File: config.mk
export PLATFORM = sky130hd
export DESIGN_NAME = sorted_list_insert_delete_flat
export DESIGN_NICKNAME = d
export VERILOG_FILES = /design/src/rtl/sli_pkg.sv /design/src/rtl/sli_if.sv /design/src/rtl/sli_cell.sv /design/src/rtl/sorted_list_insert_delete.sv /design/src/flat_wrapper.sv
export SDC_FILE = /design/constraint.sdc
export NUM_CORES = 2
export LEC_CHECK = 0
export BUFFER_PORTS_ARGS = -buffer_cell sky130_fd_sc_hd__buf_2
export CAP_MARGIN = 20
export CORE_MARGIN = 2
export CORE_UTILIZATION = 50
export DETAILED_ROUTE_END_ITERATION = 10
export GPL_TIMING_DRIVEN = 0
export PLACE_DENSITY_LB_ADDON = 0.25
export SLEW_MARGIN = 40
export SYNTH_ARGS = -nofsm -noshare
export SYNTH_HDL_FRONTEND = slang
export SYNTH_SLANG_ARGS = --single-unit
File: constraint.sdc
create_clock -name clock -period 10.5 [get_ports clock]
set_clock_uncertainty 0.1 [all_clocks]
set_input_delay 0.525 -clock clock [delete_from_list [all_inputs] [get_ports clock]]
set_output_delay 0.525 -clock clock [all_outputs]
set_load 0.005 [all_outputs]
File: src/rtl/sli_pkg.sv
// Shared types and codes for the sorted list insert/delete block.
package sli_pkg;

   localparam int DataW = 32;

   localparam logic OP_INSERT = 1'b0;
   localparam logic OP_DELETE = 1'b1;

   localparam logic [1:0] ST_INSERTED  = 2'd0;
   localparam logic [1:0] ST_DELETED   = 2'd1;
   localparam logic [1:0] ST_NOT_FOUND = 2'd2;
   localparam logic [1:0] ST_FULL      = 2'd3;

   // Command broadcast from the control logic to every cell.
   typedef struct packed {
      logic                    ins_go;
      logic                    del_go;
      logic signed [DataW-1:0] value;
   } sli_cmd_type;

endpackage

File: src/rtl/sli_if.sv
// Request and response channel interfaces of the sorted list block.
interface sli_req_if;
   logic               valid;
   logic               ready;
   logic               opcode;
   logic signed [31:0] value;

   modport source (output valid, output opcode, output value, input ready);
   modport sink (input valid, input opcode, input value, output ready);
endinterface

interface sli_rsp_if;
   logic               valid;
   logic               ready;
   logic [1:0]         status;
   logic [4:0]         entry_count;
   logic signed [31:0] smallest_value;

   modport source (output valid, output status, output entry_count, output smallest_value,
                   input ready);
   modport sink (input valid, input status, input entry_count, input smallest_value,
                 output ready);
endinterface

File: src/rtl/sli_cell.sv
// One storage cell of the sorted list: holds one entry and shifts with its neighbors.
module sli_cell
   import sli_pkg::*;
(
   input  logic                    clock,
   input  sli_cmd_type             cmd,
   input  logic                    valid,
   input  logic                    lower_cond,
   input  logic signed [DataW-1:0] lower_entry,
   input  logic signed [DataW-1:0] upper_entry,
   output logic                    cond_out,
   output logic                    eq_out,
   output logic signed [DataW-1:0] entry_out,
   output logic signed [DataW-1:0] entry_next_out
);

   logic signed [DataW-1:0] entry_ff;
   logic signed [DataW-1:0] entry_in;
   logic                    ge;

   // The entry is at or above the command value; an empty cell counts as an insert point.
   assign ge       = valid && (entry_ff >= cmd.value);
   assign cond_out = !valid || ge;
   assign eq_out   = valid && (entry_ff == cmd.value);

   always_comb begin
      entry_in = entry_ff;
      if (cmd.ins_go) begin
         if (lower_cond) begin
            entry_in = lower_entry;
         end else if (cond_out) begin
            entry_in = cmd.value;
         end
      end else if (cmd.del_go && ge) begin
         entry_in = upper_entry;
      end
   end

   always_ff @(posedge clock) begin
      entry_ff <= entry_in;
   end

   assign entry_out      = entry_ff;
   assign entry_next_out = entry_in;

endmodule

File: src/rtl/sorted_list_insert_delete.sv
// Top level of the sorted list block: a row of compare-and-shift cells and the response register.
// The block keeps up to CAPACITY signed 32-bit values in ascending order, one value per cell.
// Every cell compares its entry with the request value in parallel, and all cells shift up
// (insert) or down (delete) in the same clock edge; a new request is accepted every cycle
// as long as the response beat is taken. The response is registered; it carries the status,
// the entry count after the operation (low five bits) and the smallest stored value, zero
// when the list is empty. An insert into a full list is dropped and reported as full; a
// delete with no matching value leaves the list unchanged.
module sorted_list_insert_delete
   import sli_pkg::*;
#(
   parameter int CAPACITY = 16
) (
   input  logic      clock,
   input  logic      reset,
   sli_req_if.sink   req_ch,
   sli_rsp_if.source rsp_ch
);

   localparam int CntW = $clog2(CAPACITY + 1);

   logic [CntW-1:0]         count_ff;
   logic [CntW-1:0]         count_in;
   logic                    rsp_valid_ff;
   logic [1:0]              rsp_status_ff;
   logic [1:0]              rsp_status_in;
   logic [4:0]              rsp_count_ff;
   logic signed [DataW-1:0] rsp_small_ff;
   logic signed [DataW-1:0] rsp_small_in;

   logic                    accept;
   logic                    full;
   logic                    found;
   sli_cmd_type             cmd;

   logic [CAPACITY-1:0]     cell_valid;
   logic [CAPACITY-1:0]     cell_cond;
   logic [CAPACITY-1:0]     cell_eq;
   logic signed [DataW-1:0] cell_entry [CAPACITY];
   logic signed [DataW-1:0] cell_next  [CAPACITY];

   assign req_ch.ready = !rsp_valid_ff || rsp_ch.ready;
   assign accept       = req_ch.valid && req_ch.ready;
   assign full         = (count_ff == CntW'(CAPACITY));
   assign found        = |cell_eq;

   assign cmd.ins_go = accept && (req_ch.opcode == OP_INSERT) && !full;
   assign cmd.del_go = accept && (req_ch.opcode == OP_DELETE) && found;
   assign cmd.value  = req_ch.value;

   for (genvar i = 0; i < CAPACITY; i++) begin : g_cell
      logic                    lower_cond;
      logic signed [DataW-1:0] lower_entry;
      logic signed [DataW-1:0] upper_entry;

      assign cell_valid[i] = (count_ff > CntW'(i));

      if (i == 0) begin : g_first
         assign lower_cond  = 1'b0;
         assign lower_entry = '0;
      end else begin : g_inner
         assign lower_cond  = cell_cond[i-1];
         assign lower_entry = cell_entry[i-1];
      end

      if (i == CAPACITY - 1) begin : g_last
         assign upper_entry = cell_entry[i];
      end else begin : g_below
         assign upper_entry = cell_entry[i+1];
      end

      sli_cell u_cell (
         .clock          (clock),
         .cmd            (cmd),
         .valid          (cell_valid[i]),
         .lower_cond     (lower_cond),
         .lower_entry    (lower_entry),
         .upper_entry    (upper_entry),
         .cond_out       (cell_cond[i]),
         .eq_out         (cell_eq[i]),
         .entry_out      (cell_entry[i]),
         .entry_next_out (cell_next[i])
      );
   end

   always_comb begin
      count_in      = count_ff;
      rsp_status_in = ST_NOT_FOUND;
      if (req_ch.opcode == OP_INSERT) begin
         if (full) begin
            rsp_status_in = ST_FULL;
         end else begin
            rsp_status_in = ST_INSERTED;
            count_in      = count_ff + CntW'(1);
         end
      end else if (found) begin
         rsp_status_in = ST_DELETED;
         count_in      = count_ff - CntW'(1);
      end
      rsp_small_in = (count_in == '0) ? '0 : cell_next[0];
   end

   always_ff @(posedge clock) begin
      if (reset) begin
         count_ff     <= '0;
         rsp_valid_ff <= 1'b0;
      end else begin
         if (accept) begin
            count_ff     <= count_in;
            rsp_valid_ff <= 1'b1;
         end else if (rsp_ch.ready) begin
            rsp_valid_ff <= 1'b0;
         end
      end
   end

   always_ff @(posedge clock) begin
      if (accept) begin
         rsp_status_ff <= rsp_status_in;
         rsp_count_ff  <= 5'(count_in);
         rsp_small_ff  <= rsp_small_in;
      end
   end

   assign rsp_ch.valid          = rsp_valid_ff;
   assign rsp_ch.status         = rsp_status_ff;
   assign rsp_ch.entry_count    = rsp_count_ff;
   assign rsp_ch.smallest_value = rsp_small_ff;

   // The entry count never exceeds the table size.
   a_count_bound: assert property (@(posedge clock) disable iff (reset)
      count_ff <= CntW'(CAPACITY))
      else $error("entry count above capacity");

   // An accepted insert into a table with room grows the count by one.
   a_insert_grows: assert property (@(posedge clock) disable iff (reset)
      (accept && req_ch.opcode == OP_INSERT && !full) |=> count_ff == $past(count_ff) + CntW'(1))
      else $error("insert did not grow the count");

   // Every accepted request beat yields a response beat in the next cycle.
   a_rsp_follows: assert property (@(posedge clock) disable iff (reset)
      accept |=> rsp_valid_ff)
      else $error("no response after accepted request");

   // A full report only comes with an unchanged full count.
   a_full_status: assert property (@(posedge clock) disable iff (reset)
      (accept && rsp_status_in == ST_FULL) |=> count_ff == CntW'(CAPACITY))
      else $error("full status with room in the table");

endmodule
File: src/flat_wrapper.sv
// flat-port wrapper written by rule: the top's interface ports become plain ports
module sorted_list_insert_delete_flat import sli_pkg::*;
#(
   parameter int CAPACITY = 16
)
  (clock, reset, req_ch_valid, req_ch_opcode, req_ch_value, req_ch_ready, rsp_ch_valid, rsp_ch_status, rsp_ch_entry_count, rsp_ch_smallest_value, rsp_ch_ready);
  sli_req_if req_ch_i ();
  sli_rsp_if rsp_ch_i ();
  input  logic clock;
  input  logic reset;
  input wire logic [$bits(req_ch_i.valid)-1:0] req_ch_valid;
  input wire logic [$bits(req_ch_i.opcode)-1:0] req_ch_opcode;
  input wire logic [$bits(req_ch_i.value)-1:0] req_ch_value;
  output wire logic [$bits(req_ch_i.ready)-1:0] req_ch_ready;
  output wire logic [$bits(rsp_ch_i.valid)-1:0] rsp_ch_valid;
  output wire logic [$bits(rsp_ch_i.status)-1:0] rsp_ch_status;
  output wire logic [$bits(rsp_ch_i.entry_count)-1:0] rsp_ch_entry_count;
  output wire logic [$bits(rsp_ch_i.smallest_value)-1:0] rsp_ch_smallest_value;
  input wire logic [$bits(rsp_ch_i.ready)-1:0] rsp_ch_ready;
  assign req_ch_i.valid = req_ch_valid;
  assign req_ch_i.opcode = req_ch_opcode;
  assign req_ch_i.value = req_ch_value;
  assign req_ch_ready = req_ch_i.ready;
  assign rsp_ch_valid = rsp_ch_i.valid;
  assign rsp_ch_status = rsp_ch_i.status;
  assign rsp_ch_entry_count = rsp_ch_i.entry_count;
  assign rsp_ch_smallest_value = rsp_ch_i.smallest_value;
  assign rsp_ch_i.ready = rsp_ch_ready;
  sorted_list_insert_delete #(.CAPACITY(CAPACITY)) u_core (.clock(clock), .reset(reset), .req_ch(req_ch_i), .rsp_ch(rsp_ch_i));
endmodule
---- After elaboration in Yosys (flattened, before gate mapping) ----
Index checks and enable logic that the tools add are counted.
storage, ports and cells
  output and inout bits ................... 41
  word-level logic and storage cells ...... 276
  input bits .............................. 37
  register bits after elaboration ......... 557
cells by class
  order comparisons ....................... 32
  eq/ne operators ......................... 31
  reductions and logical operators ........ 120
  multiplexer cells ....................... 69
  bitwise operators ....................... 1
  add/subtract/negate cells ............... 2
operator list
  operator                                                        number
  2-to-1 mux 32 bit                                               61
  equality test 32 bit                                            16
  >= comparator 32 bit                                            16
  logical AND 1 bit                                               52
  inequality test 3 bit (second input constant)                   14
  greater-than comparator 5 x 4 -> 1 bit (second input constant)  8
  nonzero test 2 bit                                              16
  AND reduction 2 bit                                             15
  greater-than comparator 5 x 3 -> 1 bit (second input constant)  4
  zero test 1 bit                                                 18
  logical OR 1 bit                                                17
  OR reduction 16 bit                                             1
  2-to-1 mux 5 bit                                                3
  greater-than comparator 5 x 1 -> 1 bit (second input constant)  2
  greater-than comparator 5 x 2 -> 1 bit (second input constant)  2
  2-to-1 mux 2 bit                                                3
  adder 5 x 1 -> 5 bit (second input constant)                    1
  equality test 5 bit (second input constant)                     1
  zero test 5 bit                                                 1
  subtractor 5 x 1 -> 5 bit (second input constant)               1
  2-to-1 mux 1 bit                                                2
  inverter 1 bit                                                  1

---- Depth between registers and ports, before layout ----
  depth after elaboration ................. 8
  depth in mapped cells ................... 14
  mapped depth without buffers ............ 11

---- Hierarchy ----
From an unflattened synthesis, not the netlist that was laid out.
second synthesis, totals
  cell total of the unflattened synthesis .. 5824
  area, all modules ....................... 50816.2 µm²
modules (own cells, without submodules)
  module                     area each (µm²)  instances  sequential area each (µm²)  cells each
  sli_cell                   3032.9           16         640.6                       352
  sorted_list_insert_delete  2289.7           1          1291.2                      192

---- Worst setup path before layout ----
OpenSTA, ideal clock, no wires.
  kind .................................... input port to flip-flop
  from .................................... input port req_ch_value[25]
  to ...................................... register u_core.g_cell[10].u_cell.entry_ff[0] (enable)
  path buffers ............................ 1
  cell stages on the path ................. 11
  data required time ...................... 9.930 ns
  arrival time ............................ 5.506 ns
  library setup time ...................... 0.470 ns
  path slack .............................. 4.424 ns
  cell sequence ........................... inv_1 ha_1 nand4_1 or4_4 or3_1 o2111ai_4 o41ai_4 nor2_1 clkbuf_1 a21oi_1 o31ai_1
between the ends
  longest elaborated chain between the ends .. 7
  elaborated cells on any way between the ends .. 44
  those cells by class .................... order compare: 2; eq/ne: 17; reduce/logical: 25
RTL lines
  what                                                          line                RTL
  start, declared                                               flat_wrapper.sv:13  input wire logic [$bits(req_ch_i.value)-1:0] req_ch_value;
  branches (longest 6 deep; another with >= comparator 32 bit)  --
  AND reduction 2 bit (no source line) *                        --
  end signal, assigned                                          sli_cell.sv:40      entry_ff <= entry_in;
  end, declared                                                 sli_cell.sv:17      logic signed [DataW-1:0] entry_ff;
Mark *: on every way between the ends.
A chain may end at the register's enable or synchronous reset.

---- Final worst setup path ----
  from .................................... input port req_ch_value[30]
  to ...................................... register u_core.g_cell[14].u_cell.entry_ff[23] (enable)
between the ends
  longest elaborated chain between the ends .. 7
  elaborated cells on any way between the ends .. 44
  those cells by class .................... order compare: 2; eq/ne: 17; reduce/logical: 25
RTL lines
  what                                                          line
  branches (longest 6 deep; another with >= comparator 32 bit)  --
  AND reduction 2 bit (no source line) *                        --
  end signal, assigned                                          sli_cell.sv:40
  end, declared                                                 sli_cell.sv:17
Marked as above.

==> impl_metrics.csv <==
group,metric,value,unit
status,status,"complete, no violations",
layout,nNetsFinal,4544,
sta,setup_ws,3.72,ns
global_routing,antenna_found_initial,3,
pwr,switchingPower,2.12,mW
worst_setup_path,cp.required,10.72,ns
sta,tns,0,ns
floorplanning,coreArea,77300,sq um
clocking,cts_buffer_depth,3,
sta,tightest_slew,0.968,ns
routing,ant_nets,0,
pwr,cellPowerDensity,155,nW/um^2
sta,worst_slew_margin_rel,0.355,
routing,via_per_inst,6.72,
worst_hold_path,hold_end,"u_core.rsp_ch.valid",
worst_setup_path,arrival,7.00,ns
pwr,p_int,4.63,mW
global_routing,grt_pass1_vias,33146,
synth,netlist_area,39000,sq um
worst_hold_path,min_from,"req_ch_valid",
sta,period_needed,6.78,ns
floorplanning,die_width,283,microns
clocking,clock_latency,0.63,ns
synth,synth_cells,3820,
sta,grt_setup_unrepaired,"no",
routing,firstDrtPassIters,6,
pwr,power_frac_clock,0.338,
pwr,p_seq_frac,0.427,
sta,maxSlewViolCount,0,
global_routing,grt_start_max_net_pins,36,
synth,async_reset_ff_frac,0,
sta,finalHoldViolations,0,
worst_setup_path,reg2reg_from,"u_core.g_cell[2].u_cell.entry_out[31]",
layout,diodes,0,
sta,finalCritPeriodShare,0.646,
place,dp_slack,3.90,ns
layout,seqCellArea,16300,sq um
run,max_cap_violations,0,
routing,drc_errors,0,
clocking,ctsHoldBuffers,0,
synth,synthDistinctLibCells,76,
worst_setup_path,r2r_slack,4.38,ns
layout,fillers,6916,
layout,drive_gt1_frac,0.0876,
place,dp_hpwl,115000,microns
floorplanning,die_h,283,microns
worst_setup_path,critPathCaptureType,"flip-flop",
clocking,clock-sinks,557,
clocking,htree_levels,3,
worst_setup_path,cp_max_fo,18,
worst_setup_path,worstSetupPathType,"in2reg",
place,place.gp.congestion,1.00,
worst_setup_path,rr_worst_depth,12,
clocking,cts_tree,"built",
floorplanning,die_area,80200,sq um
pwr,power.ir.vdd_worst,0.123,mV
synth,synth-seq-area-share,0.419,
worst_setup_path,cp-start-kind,"primary input",
pwr,sw_frac_of_total,0.315,
worst_hold_path,hold_depth,3,
synth,yosys_register_bits,557,
clocking,cts.clk_slew.worst_paths,0.05,ns
synth,ys.flop_type,"edfxtp_1",
synth,yosysWarnings,0,
floorplanning,start_util,0.504,
floorplanning,io_pins,78,
worst_setup_path,reg2reg_to,"u_core.g_cell[14].u_cell.entry_out[23]",
place,place_area,41300,sq um
pwr,combPwrFrac,0.236,
layout,mostFrequentLayoutCell,"edfxtp_1",
pwr,power.leakage,18.1,nW
sta,setup_viol,0,
sta,clock.fmax,147,MHz
clocking,postCtsResizedCells,0,
routing,drtIter0Drc,4530,
routing,routedWlPerCell,27.8,microns
synth,synth_nets,4375,
layout,final_cell_mix,"edfxtp_1, ha_1, nand2_1",
layout,final_cell_area,43400,sq um
clocking,cts_root_buf,"clkbuf_16",
synth,synth_edf_count,519,
global_routing,grt_usage,0.342,
global_routing,grt_overflow,0,
clocking,cts_setup_buffers,0,
layout,area_growth,11.4,%
place,post-place-cells,4959,
pwr,power,6.75,mW
global_routing,grt_pass1_wl,205000,microns
clocking,cts-buffers-inserted,67,
place,portBuffers,77,
routing,drt-total-wl,141000,microns
floorplanning,rows,102,
layout,multi_input_area,21300,sq um
layout,final-instance-count-excl-fill,5079,
synth,syn_area_per_cell,10.2,sq um
worst_hold_path,worstHoldPathType,"in2reg",
routing,vias,34156,
==> area by class of cell <==
type,instances,share of cell area
multi-input combinational,2844,0.490
sequential,557,0.376
clock buffer,90,0.0435
tap,1040,0.0300
buffer,252,0.0231
timing repair buffer,100,0.0186
inverter,167,0.0145
clock inverter,29,0.00441
==> synth_stat cells, types with 4 or more instances <==
master | instances | area share
ha_1 | 518 | 0.17
o221ai_1 | 130 | 0.029
a21oi_1 | 219 | 0.028
nand4_1 | 187 | 0.030
nor4_1 | 51 | 0.0082
o2111ai_1 | 6 | 0.0013
a2111oi_0 | 5 | 0.0011
dfxtp_1 | 38 | 0.020
nor3_1 | 26 | 0.0033
or2_2 | 5 | 0.00080
and2_1 | 12 | 0.0019
and3_1 | 10 | 0.0016
o21ai_1 | 6 | 0.00077
a221o_1 | 160 | 0.041
or3_1 | 7 | 0.0011
edfxtp_1 | 519 | 0.40
mux2i_1 | 42 | 0.011
a21o_1 | 206 | 0.040
nor2_1 | 231 | 0.022
a41o_1 | 4 | 0.0010
a211oi_1 | 14 | 0.0027
nand2_1 | 390 | 0.038
buf_6 | 4 | 0.0012
xnor2_1 | 5 | 0.0011
nand2b_1 | 17 | 0.0027
o21bai_1 | 8 | 0.0015
o21a_1 | 17 | 0.0033
inv_1 | 165 | 0.016
and2_4 | 30 | 0.0067
a31oi_1 | 15 | 0.0024
mux2_2 | 34 | 0.0098
o311ai_0 | 36 | 0.0081
o21ai_0 | 117 | 0.015
and4_1 | 5 | 0.0011
o31ai_1 | 11 | 0.0021
nor2b_1 | 28 | 0.0045
o211ai_1 | 134 | 0.026
buf_2 | 4 | 0.00051
or4_1 | 5 | 0.00096
buf_1 | 24 | 0.0023
clkbuf_1 | 220 | 0.021
nand3_1 | 108 | 0.014
==> power by group through the flow <==
stage | logic, mW | clock network (mW) | registers, mW
floorplan | 1.03 | 0 | 2.86
global placement | 1.46 | 0 | 2.92
detailed placement | 1.55 | 0 | 2.91
CTS | 1.56 | 2.28 | 2.87
global route | 1.74 | 2.37 | 2.90
finish | 1.59 | 2.28 | 2.88
==> critical path, cell delays in order <==
cell and delay (ns):
buf_2 0.27, clkinv_1 0.75, ha_1 0.63, nand4_1 0.24, nor4_1 0.80, nand3_1 0.34, o2111ai_1 0.68, o41ai_4 0.27
nor2_1 0.60, clkbuf_1 0.65, a21oi_1 0.27, o22ai_4 0.51, buf_8 0.23, buf_8 0.17
==> worst max-delay path by stage <==
stage                     start                                     end  slack, ns  cells past startpoint
2_1_floorplan  req_ch_value[25]   u_core.g_cell[10].u_cell.entry_out[0]       4.42                     11
5_1_grt        req_ch_value[30]  u_core.g_cell[14].u_cell.entry_out[23]       3.79                     14
3_3_place_gp       rsp_ch_ready   u_core.g_cell[10].u_cell.entry_out[5]       1.08                      9
3_5_place_dp   req_ch_value[31]  u_core.g_cell[14].u_cell.entry_out[24]       3.90                     14
4_1_cts        req_ch_value[31]  u_core.g_cell[14].u_cell.entry_out[23]       4.52                     14
6_report       req_ch_value[30]  u_core.g_cell[14].u_cell.entry_out[23]       3.72                     14
==> routing by layer <==
layer,vias up,wire length [microns],global-route usage
li1,15393,-,-
met1,16532,55500,0.446
met2,1860,62200,0.538
met3,367,13900,0.0546
met4,4,9350,0.201
met5,-,27,0
==> per-stage QoR <==
stage / utilization / hold slack [ns]
3_5_place_dp: 0.534 / 0.430
6_report: 0.562 / 0.0599
4_1_cts: 0.561 / 0.0533
3_3_place_gp: 0.526 / 0.404
2_1_floorplan: - / 0.391
5_1_grt: 0.562 / 0.0786
==> cell families (layout without fill, tap and decap cells) <==
logic type	count (synthesis)	in the layout	share of synthesized area
buf+inv	419	638	0.0412
simple gates	1124	1124	0.140
compound gates	1120	1120	0.212
xor+xnor	6	6	0.00135
mux	76	76	0.0206
flops	557	557	0.419
fa+ha+maj	518	518	0.166
==> sequential cells by signal, indices dropped and copies added, names as in the netlist <==
| signal | flops |
|---|---|
| u_core.count_ff | 5 |
| u_core.g_cell.u_cell.entry_out | 512 |
| u_core.rsp_ch.entry_count | 5 |
| u_core.rsp_ch.smallest_value | 32 |
| u_core.rsp_ch.status | 2 |
| u_core.rsp_ch.valid | 1 |
(Power assumes the default switching activity.)
